File: src/rtl/core/lruhc_pkg.sv
// ----------------------------------------------------------------------------
// lruhc_pkg
// Shared types and codes for the reference-counted LRU handle cache: request
// and response payloads, command codes, status codes, controller links.
// ----------------------------------------------------------------------------
package lruhc_pkg;

  // request commands
  localparam logic CMD_ACQUIRE = 1'b0;
  localparam logic CMD_RELEASE = 1'b1;

  // response status codes
  localparam logic [2:0] ST_HIT      = 3'd0;
  localparam logic [2:0] ST_FILLED   = 3'd1;
  localparam logic [2:0] ST_EVICTED  = 3'd2;
  localparam logic [2:0] ST_UNCACHED = 3'd3;
  localparam logic [2:0] ST_REG_FAIL = 3'd4;
  localparam logic [2:0] ST_RELEASED = 3'd5;
  localparam logic [2:0] ST_FREED    = 3'd6;
  localparam logic [2:0] ST_NULL     = 3'd7;

  // input request payload
  typedef struct packed {
    logic        command;
    logic [63:0] buffer_addr;
    logic [31:0] buffer_len;
    logic        access_write;
    logic        register_ok;
    logic [15:0] new_handle;
    logic [15:0] release_handle;
  } req_t;

  // result payload
  typedef struct packed {
    logic [2:0]  status;
    logic [15:0] out_handle;
    logic        free_valid;
    logic [15:0] freed_handle;
    logic [63:0] hit_total;
    logic [63:0] miss_total;
    logic [63:0] evict_total;
  } rsp_t;

  // controller to datapath commands
  typedef struct packed {
    logic load;    // capture request, restart the slot scan
    logic issue;   // read the next slot
    logic commit;  // apply the update and load the result register
  } ctl_cmd_t;

  // datapath to controller status
  typedef struct packed {
    logic scan_last;  // the slot read this cycle is the last one
  } ctl_sts_t;

endpackage

File: src/rtl/core/lruhc_ctrl.sv
// ----------------------------------------------------------------------------
// lruhc_ctrl
// Sequencer for the handle cache: takes a request, walks the slot scan,
// commits the update once the result register is free.
// ----------------------------------------------------------------------------
module lruhc_ctrl (
  input  logic                clk,
  input  logic                rst_n,
  input  logic                in_valid,
  output logic                in_ready,
  output logic                out_valid,
  input  logic                out_ready,
  input  lruhc_pkg::ctl_sts_t sts,
  output lruhc_pkg::ctl_cmd_t cmd
);

  localparam logic [1:0] S_IDLE   = 2'd0;
  localparam logic [1:0] S_SCAN   = 2'd1;
  localparam logic [1:0] S_DRAIN  = 2'd2;
  localparam logic [1:0] S_UPDATE = 2'd3;

  logic [1:0] state_r, state_nxt;
  logic       out_valid_r, out_valid_nxt;
  logic       out_free;

  assign out_free = !out_valid_r || out_ready;
  assign in_ready = (state_r == S_IDLE);
  assign out_valid = out_valid_r;

  // next state and commands
  always_comb begin
    state_nxt  = state_r;
    cmd.load   = 1'b0;
    cmd.issue  = 1'b0;
    cmd.commit = 1'b0;
    unique case (state_r)
      S_IDLE: begin
        if (in_valid) begin
          cmd.load  = 1'b1;
          state_nxt = S_SCAN;
        end
      end
      S_SCAN: begin
        cmd.issue = 1'b1;
        if (sts.scan_last) begin
          state_nxt = S_DRAIN;
        end
      end
      S_DRAIN: begin
        state_nxt = S_UPDATE;
      end
      S_UPDATE: begin
        if (out_free) begin
          cmd.commit = 1'b1;
          state_nxt  = S_IDLE;
        end
      end
      default: begin
        state_nxt = S_IDLE;
      end
    endcase
  end

  // result valid flag
  always_comb begin
    if (cmd.commit) begin
      out_valid_nxt = 1'b1;
    end else if (out_ready) begin
      out_valid_nxt = 1'b0;
    end else begin
      out_valid_nxt = out_valid_r;
    end
  end

  always_ff @(posedge clk) begin
    if (!rst_n) begin
      state_r     <= S_IDLE;
      out_valid_r <= 1'b0;
    end else begin
      state_r     <= state_nxt;
      out_valid_r <= out_valid_nxt;
    end
  end

endmodule

File: config.mk
export PLATFORM = sky130hd
export DESIGN_NAME = lruhc_ctrl
export DESIGN_NICKNAME = d
export VERILOG_FILES = /design/src/rtl/core/lruhc_pkg.sv /design/src/rtl/core/lruhc_ctrl.sv
export SDC_FILE = /design/constraint.sdc
export NUM_CORES = 1
export LEC_CHECK = 0
export BUFFER_PORTS_ARGS = -buffer_cell sky130_fd_sc_hd__buf_2
export CAP_MARGIN = 40
export CORE_AREA = 2 2 39 41
export DETAILED_ROUTE_END_ITERATION = 10
export DIE_AREA = 0 0 41 43
export SLEW_MARGIN = 10
export SYNTH_ARGS = -nofsm -noshare
export SYNTH_HDL_FRONTEND = slang
export SYNTH_SLANG_ARGS = --single-unit
File: constraint.sdc
create_clock -name clk -period 2.44 [get_ports clk]
set_input_delay 0.244 -clock clk [delete_from_list [all_inputs] [get_ports clk]]
set_output_delay 0.244 -clock clk [all_outputs]
set_load 0.01 [all_outputs]
==> impl_summary.txt, run 1 <==
----------------------------------------------------
[Clocking]
  # clock sinks ... 3
  Number of hold-repair buffers added at the cts stage ... 0
  Number of buffers inserted by post-CTS setup repair ... 0
  TritonCTS clock tree ... done
  Latest clock arrival within the worst-skew pair ... 240 ps
  Maximum root-to-sink buffer count ... 2
  Count of H-tree levels built during CTS ... 1
  CTS root buf ... clkbuf_4
  TritonCTS Buffers ... 3
  Clock transition time at the flip-flop clock pins of the worst setup and hold paths ... 40 ps
  Post-cts repair resize count ... 0

[Global routing]
  GRT Resource Usage Total ... 6.01%
  Initial antenna violation count ... 0
  Largest net degree at the start of global routing ... 6
  Wire length of the first global-routing pass ... 600 µm
  Via count of the first global-routing pass ... 172
  GRT Residual Overflow ... 0

[Timing]
  Final Cycle Share ... 61.0%
  Maximum clock frequency ... 672 MHz
  Total of endpoints with negative setup slack in the final report ... 0
  Setup repair after global routing missed its margin ... false
  Shortest period the worst path allows ... 1490 ps
  Number of hold violations in the final report ... 0
  Headroom to the max-slew limit ... 66.9%
  Number of pins exceeding their max-slew limit in the final report ... 0
  Worst Max-Slew Pin Slew ... 496 ps
  Worst clock skew ... 4.45 ps
  Summed negative setup slack over all endpoints ... 0 ps

[Critical path]
  Element type at the critical path end ... register
  Startpoint class of the critical path ... register
  Crit path max-delay cell type ... a222oi_1
  Required time at the worst-slack endpoint ... 2610 ps
  Data arrival, critical path ... 1660 ps
  Ordered list of cells on the worst path ... inv_1 > ha_1 > a222oi_1 > mux2i_1
  Largest stage delay, worst path ... 500 ps
  Type of the worst setup path ... reg -> reg
  Crit Path Max Fanout ... 4

[Detailed routing]
  DRT Pass-1 Iters ... 4
  Via count normalized by instance count ... 3.75
  Via count ... 191
  Final wirelength ... 386 µm
  Antenna Nets Post-Route ... 0
  Remaining design rule violation count ... 0
  Routed length per placed instance ... 7.57 µm
  Drt initial violations ... 4

[Floorplanning]
  Number of placement rows ... 14
  Starting utilization of the core area ... 15.6%
  Floorplan die area ... 1760 µm²
  Die boundary height ... 43 µm
  CORE AREA ... 1380 µm²
  I/O pin total ... 10
  Die W ... 41 µm

[Pwr]
  Power, Total ... 0.317 mW
  Pwr Density ... 1060 nW/µm²
  Highest ir drop seen on vdd ... 243 µV
  Static Leakage ... 0.159 nW

[Logic synthesis]
  Mean Syn Cell Area ... 9.36 µm²
  Synth cell types ... 12
  Seq cells post-synth ... 3
  Mapped Cells ... 23
  Share of the yosys chip area belonging to registers ... 27.9%
  Count of synthesis-stage warnings from yosys ... 0
  Synthesized net count ... 32
  Post-synth design cell area ... 215 µm²

[Final layout]
  # nets final ... 45
  Antenna cells ... 0
  Filler cell count ... 161
  Utilization after layout ... 21.6%
  Share of post-route cells with drive strength above 1 ... 40.0%
  Multi-input logic area ... 133 µm²
  Post-synthesis to final-layout area growth ... 39.0%
  Register area ... 60.1 µm²
  Non-Filler Cell Area, Final ... 299 µm²

[Min path]
  Path category of the worst min-delay check ... in -> reg

[Job]
  Count of max-cap constraint violations ... 0

[Placement]
  RePlAce Congestion ... 0.647
  Total half-perimeter wirelength after legalization and detailed placement ... 315 µm
  Area of placed instances ... 273 µm²
  PortBufs ... 9

[Status]
  Run status ... completed

----------------------------------------------------
## registers in the layout, summed over array words and instances, names as in the netlist
| register | cells |
|---|---|
| state_r | 2 |
| out_valid | 1 |
## logic make-up (layout without fill, tap and decap cells)
kind of cell             count (synthesis)  in the layout  share of synthesized area, %
AO/OA/AOI/OAI                            3              3                          10.5
adder cells (fa/ha/maj)                  4              4                          23.3
buffers and inverters                    5             17                          10.5
flip-flops                               3              3                          27.9
multiplexers                             2              2                          9.30
AND/OR/NAND/NOR                          6              6                          18.6
## where the power goes
part | internal (mW) | switching (mW)
registers | 0.0666 | 0.0159
logic | 0.0697 | 0.0737
clock network | 0.0615 | 0.0292
## area by class of cell
type | instances | area share (%)
Tap cell | 16 | 6.69
Inverter | 4 | 5.02
Clock buffer | 4 | 8.79
Sequential cell | 3 | 20.1
Timing Repair Buffer | 9 | 15.1
Multi-Input combinational cell | 15 | 44.4
## per-layer routing
metal	global-route usage (%)	vias to the layer above	part of all wire [%]
met4	8.00	0	0
met1	5.75	85	41
li1	-	98	-
met3	4.71	0	9.6
met5	0	-	0
met2	6.56	8	49
## layout by cell type, fill, tap and decap left out
cell type  count
ha_1           4
mux2i_1        2
dfxtp_1        3
and2b_2        1
o21ai_0        1
o21a_1         1
clkbuf_4       3
clkbuf_1       1
a222oi_1       1
inv_1          4
nand2_1        3
nor2b_4        1
and2_1         1
buf_2          9
## path summary, 6_finish.rpt
kind	from	end	slack, ps	cells past startpoint
min	rst_n	out_valid$_SDFFE_PN0P_	270	2
min reg2reg	state_r[1]$_SDFFE_PN0P_	state_r[1]$_SDFFE_PN0P_	490	2
max reg2reg	state_r[0]$_SDFFE_PN0P_	state_r[0]$_SDFFE_PN0P_	950	4
max	state_r[0]$_SDFFE_PN0P_	state_r[0]$_SDFFE_PN0P_	950	4
## worst max-delay path: cells and delay by family (launching register included)
kind / cells / cell delay (ps)
AOI/OAI and AO/OA: 1 / 500
DFF: 1 / 370
adders and majority gates: 1 / 240
muxes: 1 / 230
buffers and inverters: 1 / 80
## stage by stage
stage | worst slack (ps) | cells | hold slack (ps)
4_1_cts | 933 | 51 | 270
5_1_grt | 846 | 51 | 278
3_5_place_dp | 936 | 47 | 495
6_report | 952 | 51 | 275
3_3_place_gp | 952 | 47 | 491
2_1_floorplan | 1030 | 23 | 362
## cells in the mapped netlist
cell	n	area share (%)
inv_1	4	7.0
dfxtp_1	3	28
nand2_1	3	5.2
nor2b_4	1	6.4
o21a_1	1	3.5
o21ai_0	1	2.3
mux2i_1	2	9.3
buf_4	1	3.5
a222oi_1	1	4.7
and2_1	1	2.9
ha_1	4	23
and2b_2	1	4.1
Note: power is estimated with default switching activity, not from simulation.
==> inputs of run 2 (changes only) <==
==> constraint.sdc (replaced) <==
create_clock -name clk -period 1.4 [get_ports clk]
set_input_delay 0.14 -clock clk [delete_from_list [all_inputs] [get_ports clk]]
set_output_delay 0.14 -clock clk [all_outputs]
set_load 0.01 [all_outputs]
==> impl_summary.txt, run 2 (synthesis gave the netlist of run 1 again) <==
----------------------------------------------------
[Critical path]
  Element type at the critical path end ... output pin
  Startpoint class of the critical path ... register
  Required time at the worst-slack endpoint ... 1260 ps (-1350 ps)
  Number of buffers and inverters on the critical path ... 3 (+2)
  Register-to-Register Setup Slack ... 110 ps (-840 ps)
  Origin of the critical flop-to-flop path ... state_r[1]$_SDFFE_PN0P_
  Type of the worst setup path ... reg -> out
  Kind of cell adding the most delay to the critical path ... flip-flops
  Data arrival, critical path ... 1190 ps (-470 ps)
  FF-to-FF End ... state_r[0]$_SDFFE_PN0P_
  Ordered list of cells on the worst path ... inv_1 > ha_2 > buf_4 > and2_1 > buf_2
  Crit path max-delay cell type ... dfxtp_2
  Largest stage delay, worst path ... 340 ps (-160 ps)
  Reg2reg path depth ... 5 (+1)
  Crit Path Max Fanout ... 3 (-1)

[Timing]
  Number of pins exceeding their max-slew limit in the final report ... 0 (unchanged)
  Maximum clock frequency ... 753 MHz
  Final Cycle Share ... 94.9%
  Total of endpoints with negative setup slack in the final report ... 0 (unchanged)
  Setup repair after global routing missed its margin ... false
  Worst Max-Slew Pin Slew ... 259 ps (-238 ps)
  Shortest period the worst path allows ... 1330 ps
  Headroom to the max-slew limit ... 82.8% (+16 points)
  Worst clock skew ... 2.66 ps (-1.80 ps)
  Summed negative setup slack over all endpoints ... 0 ps (unchanged)
  Number of hold violations in the final report ... 0 (unchanged)

[Detailed routing]
  Final wirelength ... 478 µm (+24%)
  Via count ... 198 (+3.7%)
  Remaining design rule violation count ... 0 (unchanged)
  DRT Pass-1 Iters ... 4 (unchanged)
  Antenna Nets Post-Route ... 0 (unchanged)
  Via count normalized by instance count ... 3.60 (-3.9%)
  Drt initial violations ... 3 (-1)
  Routed length per placed instance ... 8.69 µm (+15%)

[Global routing]
  GRT Resource Usage Total ... 7.31% (+1.3 points)
  GRT Residual Overflow ... 0 (unchanged)
  Largest net degree at the start of global routing ... 6 (unchanged)
  Via count of the first global-routing pass ... 189 (+9.9%)
  Wire length of the first global-routing pass ... 745 µm (+24%)
  Initial antenna violation count ... 0 (unchanged)

[Floorplanning]
  Floorplan die area ... 1760 µm² (unchanged)
  Die W ... 41 µm (unchanged)
  Die boundary height ... 43 µm (unchanged)
  Starting utilization of the core area ... 15.6% (unchanged)
  I/O pin total ... 10 (unchanged)
  Number of placement rows ... 14 (unchanged)
  CORE AREA ... 1380 µm² (unchanged)

[Job]
  Count of max-cap constraint violations ... 0 (unchanged)

[Final layout]
  Largest register by flop count ... state_r
  Antenna cells ... 0 (unchanged)
  Non-Filler Cell Area, Final ... 334 µm² (+12%)
  Largest register FFs ... 2 (unchanged)
  Most common cell after layout, fill and taps aside ... buf_2
  Share of post-route cells with drive strength above 1 ... 53.8% (+14 points)
  # nets final ... 49 (+8.9%)
  Count of placed standard cells in the final layout, fillers left out ... 55 (+7.8%)
  Commonest non-fill, non-tap cells in the layout ... buf_2 (9), inv_1 (4), buf_4 (4)
  Post-synthesis to final-layout area growth ... 55.2%

[Min path]
  HP Start ... rst_n
  Path category of the worst min-delay check ... in -> reg
  End point of the most critical hold path ... out_valid$_SDFFE_PN0P_
  Hold Path Depth ... 2 (unchanged)

[Clocking]
  # clock sinks ... 3 (unchanged)
  TritonCTS Buffers ... 3 (unchanged)
  Latest clock arrival within the worst-skew pair ... 240 ps (about the same)
  CTS root buf ... clkbuf_4
  TritonCTS clock tree ... done
  Maximum root-to-sink buffer count ... 2 (unchanged)
  Number of hold-repair buffers added at the cts stage ... 0 (unchanged)
  Count of H-tree levels built during CTS ... 1 (unchanged)
  Clock transition time at the flip-flop clock pins of the worst setup and hold paths ... 40 ps (about the same)

[Pwr]
  Highest ir drop seen on vdd ... 446 µV (+84%)
  Static Leakage ... 0.178 nW (+12%)
  Pwr Density ... 1960 nW/µm² (+85%)

[Status]
  Run status ... completed

[Placement]
  RePlAce Congestion ... 0.649 (+0.25%)
  Area of placed instances ... 298 µm² (+9.2%)
  Total half-perimeter wirelength after legalization and detailed placement ... 361 µm (+15%)
  PortBufs ... 9 (unchanged)
  Placed cell count ... 50 (+6.4%)

----------------------------------------------------
[run 2: layout make-up]
class	count	area, µm²
Clock buffer	4	26.3
Fill cell	159	1050
Inverter	4	15.0
Multi-Input combinational cell	15	135
Sequential cell	3	62.6
Tap cell	16	20.0
Timing Repair Buffer	13	75.1
[run 2: worst max-delay path by stage]
| stage | start | end | depth (start not counted) |
|---|---|---|---|
| after global routing | state_r[0]$_SDFFE_PN0P_ | cmd[2] | 5 |
| after global placement | state_r[0]$_SDFFE_PN0P_ | state_r[0]$_SDFFE_PN0P_ | 5 |
| after detailed placement | state_r[1]$_SDFFE_PN0P_ | state_r[1]$_SDFFE_PN0P_ | 5 |
| after floorplan | state_r[0]$_SDFFE_PN0P_ | state_r[0]$_SDFFE_PN0P_ | 4 |
| final | state_r[1]$_SDFFE_PN0P_ | cmd[2] | 5 |
| after CTS | state_r[1]$_SDFFE_PN0P_ | cmd[2] | 5 |
[run 2: layer usage]
layer	vias to the layer above	part of all wire, %	global-route usage (%)
met3	0	6.9	3.14
li1	105	-	-
met4	0	0	10.0
met2	6	55	8.75
met1	87	38	7.64
met5	-	0	0
[run 2: power breakdown]
part / switching (mW) / internal, mW / total, mW / leakage [nW]
registers: 0.0223 / 0.122 / 0.144 / 0.0253
logic: 0.158 / 0.192 / 0.350 / 0.138
clock network: 0.0517 / 0.107 / 0.159 / 0.0150
total: 0.232 / 0.421 / 0.653 / 0.178
[run 2: per-stage QoR]
step	hold WS (ps)	power [mW]	util (%)	worst slack [ps]
5_1_grt	178	0.718	24.1	3.31
2_1_floorplan	258	0.333	-	19.9
6_report	179	0.653	24.1	71.9
3_3_place_gp	418	0.467	21.5	86.8
3_5_place_dp	423	0.473	21.5	51.3
4_1_cts	170	0.640	23.4	14.1
[run 2: worst reg2reg max path: cells and delay by family (launching register included)]
kind	cells	cell delay (ps)
AO/OA/AOI/OAI	1	300
adder cells (fa/ha/maj)	1	170
buffers and inverters	2	240
flip-flops	1	340
multiplexers	1	170
[run 2: what timing repair did]
action                                 4_1_cts  5_1_grt
setup endpoints to repair                    0        3
endpoints found under the hold margin        0        0
setup buffers                                0        1
resized for setup                            0        2
